**src/rtl/gda_pkg.sv**
```systemverilog
// Shared widths, month constants and the month length table for the date adder.
package gda_pkg;

   // Field widths of the request and response beats.
   localparam int DAY_W   = 5;
   localparam int MONTH_W = 4;
   localparam int YEAR_W  = 14;
   localparam int ADD_W   = 15;

   // Internal widths: the running day count, the year counter one bit wider than the
   // year field, and the quotient of the start year divided by 25.
   localparam int REM_W      = 16;
   localparam int YEAR_CNT_W = 15;
   localparam int QUO_W      = 10;

   // Month numbers that the sequencer tests by name.
   localparam logic [MONTH_W-1:0] MONTH_JAN = 4'd1;
   localparam logic [MONTH_W-1:0] MONTH_FEB = 4'd2;
   localparam logic [MONTH_W-1:0] MONTH_MAR = 4'd3;
   localparam logic [MONTH_W-1:0] MONTH_APR = 4'd4;
   localparam logic [MONTH_W-1:0] MONTH_MAY = 4'd5;
   localparam logic [MONTH_W-1:0] MONTH_JUN = 4'd6;
   localparam logic [MONTH_W-1:0] MONTH_JUL = 4'd7;
   localparam logic [MONTH_W-1:0] MONTH_AUG = 4'd8;
   localparam logic [MONTH_W-1:0] MONTH_SEP = 4'd9;
   localparam logic [MONTH_W-1:0] MONTH_OCT = 4'd10;
   localparam logic [MONTH_W-1:0] MONTH_NOV = 4'd11;
   localparam logic [MONTH_W-1:0] MONTH_DEC = 4'd12;

   // Length of a month in days; codes outside January to December have no days.
   function automatic logic [DAY_W-1:0] month_len(input logic [MONTH_W-1:0] m,
                                                   input logic leap);
      logic [DAY_W-1:0] len;
      case (m)
         MONTH_JAN: len = 5'd31;
         MONTH_FEB: len = leap ? 5'd29 : 5'd28;
         MONTH_MAR: len = 5'd31;
         MONTH_APR: len = 5'd30;
         MONTH_MAY: len = 5'd31;
         MONTH_JUN: len = 5'd30;
         MONTH_JUL: len = 5'd31;
         MONTH_AUG: len = 5'd31;
         MONTH_SEP: len = 5'd30;
         MONTH_OCT: len = 5'd31;
         MONTH_NOV: len = 5'd30;
         MONTH_DEC: len = 5'd31;
         default:   len = 5'd0;
      endcase
      return len;
   endfunction

endpackage

```
**src/rtl/gda_req_if.sv**
```systemverilog
// Request channel: start date and day count, with valid/ready handshake.
interface gda_req_if;
   logic                        valid;
   logic                        ready;
   logic [gda_pkg::DAY_W-1:0]   start_day;
   logic [gda_pkg::MONTH_W-1:0] start_month;
   logic [gda_pkg::YEAR_W-1:0]  start_year;
   logic [gda_pkg::ADD_W-1:0]   days_to_add;

   modport source (output valid, output start_day, output start_month,
                   output start_year, output days_to_add, input ready);
   modport sink (input valid, input start_day, input start_month,
                 input start_year, input days_to_add, output ready);
endinterface

```
**src/rtl/gda_rsp_if.sv**
```systemverilog
// Response channel: resulting date, with valid/ready handshake.
interface gda_rsp_if;
   logic                        valid;
   logic                        ready;
   logic [gda_pkg::DAY_W-1:0]   result_day;
   logic [gda_pkg::MONTH_W-1:0] result_month;
   logic [gda_pkg::YEAR_W-1:0]  result_year;

   modport source (output valid, output result_day, output result_month,
                   output result_year, input ready);
   modport sink (input valid, input result_day, input result_month,
                 input result_year, output ready);
endinterface

```
**src/rtl/gregorian_date_add_days.sv**
```systemverilog
// Gregorian date adder: one shared add/subtract unit under a small sequencer.
// Steps: accept, reduce the year mod 25, sum the months before the start, walk, respond.
// The month walk dominates: the shared unit subtracts one month length per cycle.
// A new beat is taken only when the sequencer is idle; a finished result waits in
// the response register, so the next beat is accepted while it is still pending.
// Reset is synchronous, active high, and clears the sequencer and the response valid.
module gregorian_date_add_days (
   input  logic     clock,
   input  logic     reset,
   gda_req_if.sink  req_chan,
   gda_rsp_if.source rsp_chan
);

   typedef enum logic [1:0] {
      ST_IDLE,
      ST_MOD,
      ST_SUM,
      ST_WALK
   } state_type;

   // Year modulo 25: the quotient comes from a reciprocal multiplication at accept
   // time, and the shared unit then takes 25 times the quotient off the year.
   localparam int                         QUO_SHIFT = 20;
   localparam logic [gda_pkg::REM_W-1:0]  RECIP_25  = 16'd41944;
   localparam logic [gda_pkg::YEAR_W-1:0] MOD_LAST  = 14'd24;

   state_type                         state_ff, state_in;
   logic [gda_pkg::REM_W-1:0]         rem_ff, rem_in;
   logic [gda_pkg::YEAR_W-1:0]        red_ff, red_in;
   logic [gda_pkg::QUO_W-1:0]         quo_ff, quo_in;
   logic [gda_pkg::MONTH_W-1:0]       month_ff, month_in;
   logic [gda_pkg::MONTH_W-1:0]       m_ff, m_in;
   logic [gda_pkg::YEAR_CNT_W-1:0]    year_ff, year_in;
   logic                              rsp_valid_ff, rsp_valid_in;
   logic [gda_pkg::DAY_W-1:0]         rsp_day_ff, rsp_day_in;
   logic [gda_pkg::MONTH_W-1:0]       rsp_month_ff, rsp_month_in;
   logic [gda_pkg::YEAR_W-1:0]        rsp_year_ff, rsp_year_in;

   // Shared arithmetic unit operands and result.
   logic [gda_pkg::REM_W-1:0]         op_a;
   logic [gda_pkg::REM_W-1:0]         op_b;
   logic                              op_sub;
   logic [gda_pkg::REM_W:0]           op_res;

   logic [gda_pkg::YEAR_W+gda_pkg::REM_W-1:0] quo_prod;
   logic [gda_pkg::REM_W-1:0]         quo_x25;
   logic                              leap;
   logic [gda_pkg::DAY_W-1:0]         cur_len;
   logic                              req_fire;
   logic                              rsp_load;
   logic                              walk_more;
   logic                              sum_more;

   // Leap year: divisible by 4, and not by 100 unless by 400 (mod 25 plus low bits).
   assign leap = (year_ff[1:0] == 2'd0) && ((red_ff != '0) || (year_ff[3:0] == 4'd0));
   assign cur_len = gda_pkg::month_len(m_ff, leap);

   assign req_chan.ready = (state_ff == ST_IDLE);
   assign req_fire = req_chan.valid && req_chan.ready;

   // The scaled reciprocal is exact for every 14-bit year.
   assign quo_prod = {{gda_pkg::REM_W{1'b0}}, req_chan.start_year} *
                     {{gda_pkg::YEAR_W{1'b0}}, RECIP_25};
   assign quo_x25  = {2'b0, quo_ff, 4'b0} + {3'b0, quo_ff, 3'b0} + {6'b0, quo_ff};

   // Operand selection for the shared add/subtract unit.
   always_comb begin
      op_a   = rem_ff;
      op_b   = {{(gda_pkg::REM_W-gda_pkg::DAY_W){1'b0}}, cur_len};
      op_sub = 1'b0;
      case (state_ff)
         ST_IDLE: begin
            op_a = {1'b0, req_chan.days_to_add};
            op_b = {{(gda_pkg::REM_W-gda_pkg::DAY_W){1'b0}}, req_chan.start_day};
         end
         ST_MOD: begin
            op_a   = {{(gda_pkg::REM_W-gda_pkg::YEAR_W){1'b0}}, red_ff};
            op_b   = quo_x25;
            op_sub = 1'b1;
         end
         ST_SUM: begin
            op_sub = 1'b0;
         end
         ST_WALK: begin
            op_sub = 1'b1;
         end
         default: begin
            op_sub = 1'b0;
         end
      endcase
   end

   assign op_res = op_sub ? ({1'b0, op_a} - {1'b0, op_b}) : ({1'b0, op_a} + {1'b0, op_b});

   // The remaining count still exceeds the current month when the difference is positive.
   assign walk_more = !op_res[gda_pkg::REM_W] && (op_res[gda_pkg::REM_W-1:0] != '0);
   assign sum_more  = (m_ff < month_ff) && (m_ff <= gda_pkg::MONTH_DEC);
   assign rsp_load  = (state_ff == ST_WALK) && !walk_more &&
                      (!rsp_valid_ff || rsp_chan.ready);

   // Sequencer next-state logic.
   always_comb begin
      state_in     = state_ff;
      rem_in       = rem_ff;
      red_in       = red_ff;
      quo_in       = quo_ff;
      month_in     = month_ff;
      m_in         = m_ff;
      year_in      = year_ff;
      rsp_day_in   = rsp_day_ff;
      rsp_month_in = rsp_month_ff;
      rsp_year_in  = rsp_year_ff;
      rsp_valid_in = rsp_valid_ff && !rsp_chan.ready;
      case (state_ff)
         ST_IDLE: begin
            if (req_fire) begin
               rem_in   = op_res[gda_pkg::REM_W-1:0];
               red_in   = req_chan.start_year;
               quo_in   = quo_prod[QUO_SHIFT +: gda_pkg::QUO_W];
               year_in  = {1'b0, req_chan.start_year};
               month_in = req_chan.start_month;
               state_in = ST_MOD;
            end
         end
         ST_MOD: begin
            // Take 25 times the quotient off the year, leaving the residue.
            red_in   = op_res[gda_pkg::YEAR_W-1:0];
            m_in     = gda_pkg::MONTH_JAN;
            state_in = ST_SUM;
         end
         ST_SUM: begin
            // Add the lengths of the months before the start month.
            if (sum_more) begin
               rem_in = op_res[gda_pkg::REM_W-1:0];
               m_in   = m_ff + 1'b1;
            end else begin
               m_in     = gda_pkg::MONTH_JAN;
               state_in = ST_WALK;
            end
         end
         ST_WALK: begin
            // Take off one whole month, rolling into the next year after December.
            if (walk_more) begin
               rem_in = op_res[gda_pkg::REM_W-1:0];
               if (m_ff == gda_pkg::MONTH_DEC) begin
                  m_in    = gda_pkg::MONTH_JAN;
                  year_in = year_ff + 1'b1;
                  red_in  = (red_ff == MOD_LAST) ? '0 : red_ff + 1'b1;
               end else begin
                  m_in = m_ff + 1'b1;
               end
            end else if (rsp_load) begin
               rsp_valid_in = 1'b1;
               rsp_day_in   = rem_ff[gda_pkg::DAY_W-1:0];
               rsp_month_in = m_ff;
               rsp_year_in  = year_ff[gda_pkg::YEAR_W-1:0];
               state_in     = ST_IDLE;
            end
         end
         default: begin
            state_in = ST_IDLE;
         end
      endcase
   end

   // State, working registers and the response register.
   always_ff @(posedge clock) begin
      if (reset) begin
         state_ff     <= ST_IDLE;
         rsp_valid_ff <= 1'b0;
      end else begin
         state_ff     <= state_in;
         rsp_valid_ff <= rsp_valid_in;
      end
      rem_ff       <= rem_in;
      red_ff       <= red_in;
      quo_ff       <= quo_in;
      month_ff     <= month_in;
      m_ff         <= m_in;
      year_ff      <= year_in;
      rsp_day_ff   <= rsp_day_in;
      rsp_month_ff <= rsp_month_in;
      rsp_year_ff  <= rsp_year_in;
   end

   assign rsp_chan.valid        = rsp_valid_ff;
   assign rsp_chan.result_day   = rsp_day_ff;
   assign rsp_chan.result_month = rsp_month_ff;
   assign rsp_chan.result_year  = rsp_year_ff;

`ifndef NO_ASSERTIONS
   // Once the reduction is over, the year residue stays below 25.
   assert property (@(posedge clock) disable iff (reset)
      (state_ff == ST_SUM || state_ff == ST_WALK) |-> (red_ff <= MOD_LAST))
      else $error("year residue out of range");

   // The month walk only visits real months.
   assert property (@(posedge clock) disable iff (reset)
      (state_ff == ST_WALK) |-> (m_ff >= gda_pkg::MONTH_JAN && m_ff <= gda_pkg::MONTH_DEC))
      else $error("walk month out of range");

   // A result leaves the walk only when the remainder fits in a day field.
   assert property (@(posedge clock) disable iff (reset)
      rsp_load |-> (rem_ff <= 16'd31))
      else $error("remainder too large for a day");

   // A pending result is not overwritten before it is taken.
   assert property (@(posedge clock) disable iff (reset)
      (rsp_valid_ff && !rsp_chan.ready) |=> (rsp_valid_ff && $stable(rsp_day_ff)))
      else $error("pending result lost");
`endif

endmodule

```
**src/flat_wrapper.sv**
```systemverilog
// flat-port wrapper written by rule: the top's interface ports become plain ports
module gregorian_date_add_days_flat 
  (clock, reset, req_chan_valid, req_chan_start_day, req_chan_start_month, req_chan_start_year, req_chan_days_to_add, req_chan_ready, rsp_chan_valid, rsp_chan_result_day, rsp_chan_result_month, rsp_chan_result_year, rsp_chan_ready);
  gda_req_if req_chan_i ();
  gda_rsp_if rsp_chan_i ();
  input  logic clock;
  input  logic reset;
  input wire logic [$bits(req_chan_i.valid)-1:0] req_chan_valid;
  input wire logic [$bits(req_chan_i.start_day)-1:0] req_chan_start_day;
  input wire logic [$bits(req_chan_i.start_month)-1:0] req_chan_start_month;
  input wire logic [$bits(req_chan_i.start_year)-1:0] req_chan_start_year;
  input wire logic [$bits(req_chan_i.days_to_add)-1:0] req_chan_days_to_add;
  output wire logic [$bits(req_chan_i.ready)-1:0] req_chan_ready;
  output wire logic [$bits(rsp_chan_i.valid)-1:0] rsp_chan_valid;
  output wire logic [$bits(rsp_chan_i.result_day)-1:0] rsp_chan_result_day;
  output wire logic [$bits(rsp_chan_i.result_month)-1:0] rsp_chan_result_month;
  output wire logic [$bits(rsp_chan_i.result_year)-1:0] rsp_chan_result_year;
  input wire logic [$bits(rsp_chan_i.ready)-1:0] rsp_chan_ready;
  assign req_chan_i.valid = req_chan_valid;
  assign req_chan_i.start_day = req_chan_start_day;
  assign req_chan_i.start_month = req_chan_start_month;
  assign req_chan_i.start_year = req_chan_start_year;
  assign req_chan_i.days_to_add = req_chan_days_to_add;
  assign req_chan_ready = req_chan_i.ready;
  assign rsp_chan_valid = rsp_chan_i.valid;
  assign rsp_chan_result_day = rsp_chan_i.result_day;
  assign rsp_chan_result_month = rsp_chan_i.result_month;
  assign rsp_chan_result_year = rsp_chan_i.result_year;
  assign rsp_chan_i.ready = rsp_chan_ready;
  gregorian_date_add_days u_core (.clock(clock), .reset(reset), .req_chan(req_chan_i), .rsp_chan(rsp_chan_i));
endmodule
```
**config.mk**
```make
export PLATFORM = sky130hd
export DESIGN_NAME = gregorian_date_add_days_flat
export DESIGN_NICKNAME = d
export VERILOG_FILES = /design/src/rtl/gda_pkg.sv /design/src/rtl/gda_req_if.sv /design/src/rtl/gda_rsp_if.sv /design/src/rtl/gregorian_date_add_days.sv /design/src/flat_wrapper.sv
export SDC_FILE = /design/constraint.sdc
export NUM_CORES = 1
export LEC_CHECK = 0
export BUFFER_PORTS_ARGS = -buffer_cell sky130_fd_sc_hd__buf_2
export CORE_MARGIN = 10
export CORE_UTILIZATION = 55
export CTS_CLUSTER_SIZE = 28
export DETAILED_ROUTE_END_ITERATION = 8
export GPL_TIMING_DRIVEN = 0
export PLACE_DENSITY_LB_ADDON = 0.3
export REMOVE_ABC_BUFFERS = 1
export SYNTH_ARGS = -nofsm -noshare
export SYNTH_HDL_FRONTEND = slang
export SYNTH_SLANG_ARGS = --single-unit
```
**constraint.sdc**
```tcl
create_clock -name clock -period 11.45 [get_ports clock]
set_clock_uncertainty 0.2 [all_clocks]
set_input_delay 1.145 -clock clock [delete_from_list [all_inputs] [get_ports clock]]
set_output_delay 1.145 -clock clock [all_outputs]
set_load 0.01 [all_outputs]
```
==> out/results.ini <==
[outcome]
status=completed

[global_routing]
grt_pass1_vias=7147
grt_util_all_layers_pct=19.5
grt_pass1_wl_microns=35400
grt_max_degree=52
overflow=0
antenna_found_initial=0

[cts]
clkTransAtPathRegs_ns=0.07
cts_buffers=9
cts_tree=built
cts_hold_buffers=0
postCtsSetupBuffers=0
cts_resized=0
cts_buffer_depth=2
ctsHtreeMaxLevel=3
clk_latency_ns=0.36
root_buffer=clkbuf_16
cts.sinks=88

[finish]
drive_gt1_share_pct=10.6
synthToLayoutAreaGrowth_pct=9.48
fin_nets=1266
antenna_cells=0

[routing]
drtIter0Drc=382
vias_per_cell=5.72
routed_wl_microns=21400
wire_per_inst_microns=17.4
first_pass_iters=5
ant_nets=0
drc_errors=0
vias=7059

[worst_setup_path]
required_ns=11.37
path_cells=inv_1 > ha_1 > nor2_1 > nand2_1 > nand2_1 > inv_1 > ha_1 > nand3_1 > inv_1 > a31oi_1 > a21oi_1 > ha_1 > o211a_1 > a211oi_1 > a211oi_1 > or4_1 > or4b_1 > or4_4 > o21a_1 > o21ai_0 > nor3_2 > buf_6
end_kind=flip-flop
cp_slowest_cell=nor2_1
arrival_ns=8.27
path_max_fanout=28
reg2reg_slack_ns=3.10
worstSetupPathType=flip-flop to flip-flop
crit_buf_inv=4
startpoint_type=flip-flop
slowest_delay_ns=1.21
cp_top_family=simple AND/OR/NAND/NOR gates

[synthesis]
synth-async-reset-ratio_pct=0
synth-adder-area-share_pct=33.9
synthFlopType=edfxtp_1
ys_warn_count=0
synth_top_family_by_area=adder cells
synth_mux_area_share_pct=0.441
synth_edf_count=85
synth_xor_area_share_pct=5.33
synth_cells=948
ys_seq_area_share_pct=27.9
synth_compound_area_share_pct=14.2
syn_area_sq_um=9370
avgSynthCellArea_sq_um=9.89
synth_seq_cells=88
ys_types=61
yosys.area_share.simple_pct=11.6

[die]
die_h_microns=151
start_util_pct=56.3
core_sq_um=16600
io_pins=67
die_x_microns=151
dieArea_sq_um=22700
rows=47

[placed_design]
place_congestion=0.904
portBuffers=66
hpwl_microns=17100

[timing]
rsz0062_at_grt=no
worst_pin_slew_ns=1.37
relSlewSlack_pct=8.18
slew_violations=0
finalSetupTns_ns=0
setup_viol=0
fmax_ghz=0.120
finalHoldViolations=0
layout_min_cycle_time_ns=8.35
min_period_over_period_pct=73.0

[hold_path]
hp-class=flip-flop to flip-flop

[run]
maxCapViolCount=0

-- Yosys cell counts, types with 7 or more instances --
cell,instances,area (sq um)
ha_1,148,1850
inv_1,148,556
edfxtp_1,85,2550
fa_1,66,1320
nand2_1,61,229
nor2_1,57,214
a21oi_1,55,275
xor2_1,34,298
o21ai_0,26,130
a22oi_1,24,180
xnor2_1,23,201
nand3_1,20,100
a21o_1,18,135
clkbuf_1,14,52.6
a211oi_1,12,90.1
nand2b_1,11,68.8
nor3_1,11,55.1
and3_1,10,62.6
and2_1,8,50.1
nor2b_1,8,50.1
or2_2,7,43.8
-- cells by family after synthesis --
logic type                 Yosys count
AOI/OAI and AO/OA                  197
xor gates and xnor gates            57
adders and majority gates          214
buffers and inverters              167
DFF                                 88
muxes                                4
and+or+nand+nor                    221
-- final cells by class --
class,instances,area [sq um]
repair buffers,70,379
multi-input cells,693,6150
inverters,148,556
clock buffers,9,225
clock inverters,7,60.1
well taps,220,275
flip-flops and latches,88,2610
fillers,1379,6380
-- sequential cells by signal, summed over array words and instances (netlist names) --
name,count
u_core.rem_ff,16
u_core.state_ff,2
u_core.rsp_chan.result_day,5
u_core.quo_ff,10
u_core.rsp_chan.result_year,14
u_core.m_ff,4
u_core.month_ff,4
u_core.rsp_chan.valid,1
u_core.year_ff,14
u_core.red_ff,14
u_core.rsp_chan.result_month,4
-- per-layer routing --
metal | global-route usage (%) | vias to the layer above | part of all wire, %
li1 | - | 3460 | -
met1 | 25.5 | 3373 | 44
met2 | 32.4 | 190 | 47
met3 | 3.09 | 36 | 5.9
met4 | 6.12 | 0 | 2.3
met5 | 0 | - | 0
-- path summary, 6_finish.rpt --
check | startpoint | cells past startpoint | end
setup reg to reg | u_core.state_ff[0] | 22 | u_core.rem_ff[5]
hold reg to reg | u_core.rem_ff[0] | 0 | u_core.rsp_chan.result_day[0]
hold / removal | u_core.rem_ff[0] | 0 | u_core.rsp_chan.result_day[0]
setup / recovery | u_core.state_ff[0] | 22 | u_core.rem_ff[5]
-- cells in the final DEF, fill, tap and decap left out, types with 20 or more instances in the layout --
cell / Yosys / routed
a21oi_1: 55 / 55
edfxtp_1: 85 / 85
xor2_1: 34 / 34
buf_2: 0 / 66
a22oi_1: 24 / 24
nand2_1: 61 / 61
inv_1: 148 / 148
xnor2_1: 23 / 23
ha_1: 148 / 147
nand3_1: 20 / 20
o21ai_0: 26 / 25
nor2_1: 57 / 56
fa_1: 66 / 66
-- per-stage QoR --
step	instances	hold slack (ns)	instance area, sq um	worst slack [ns]	utilization [%]
2_1_floorplan	929	0.226	9300	4.25	-
3_3_place_gp	1215	0.239	9910	2.31	59.5
3_5_place_dp	1219	0.241	9980	3.41	59.9
4_1_cts	1235	0.257	10300	3.34	61.7
5_1_grt	1235	0.280	10300	2.72	61.7
6_report	1235	0.269	10300	3.10	61.7
-- worst register-to-register path: cells and delay by family, from the launching register on --
family                   cells  cell delay, ns
AND/OR/NAND/NOR              8            3.32
AO/OA/AOI/OAI                7            2.55
adder cells (fa/ha/maj)      3            1.21
buffers and inverters        4            0.45
flip-flops                   1            0.40
Power is left out: the tool's default activity adds up to more than one toggle a clock period on the data nets, which glitch-free logic cannot reach.
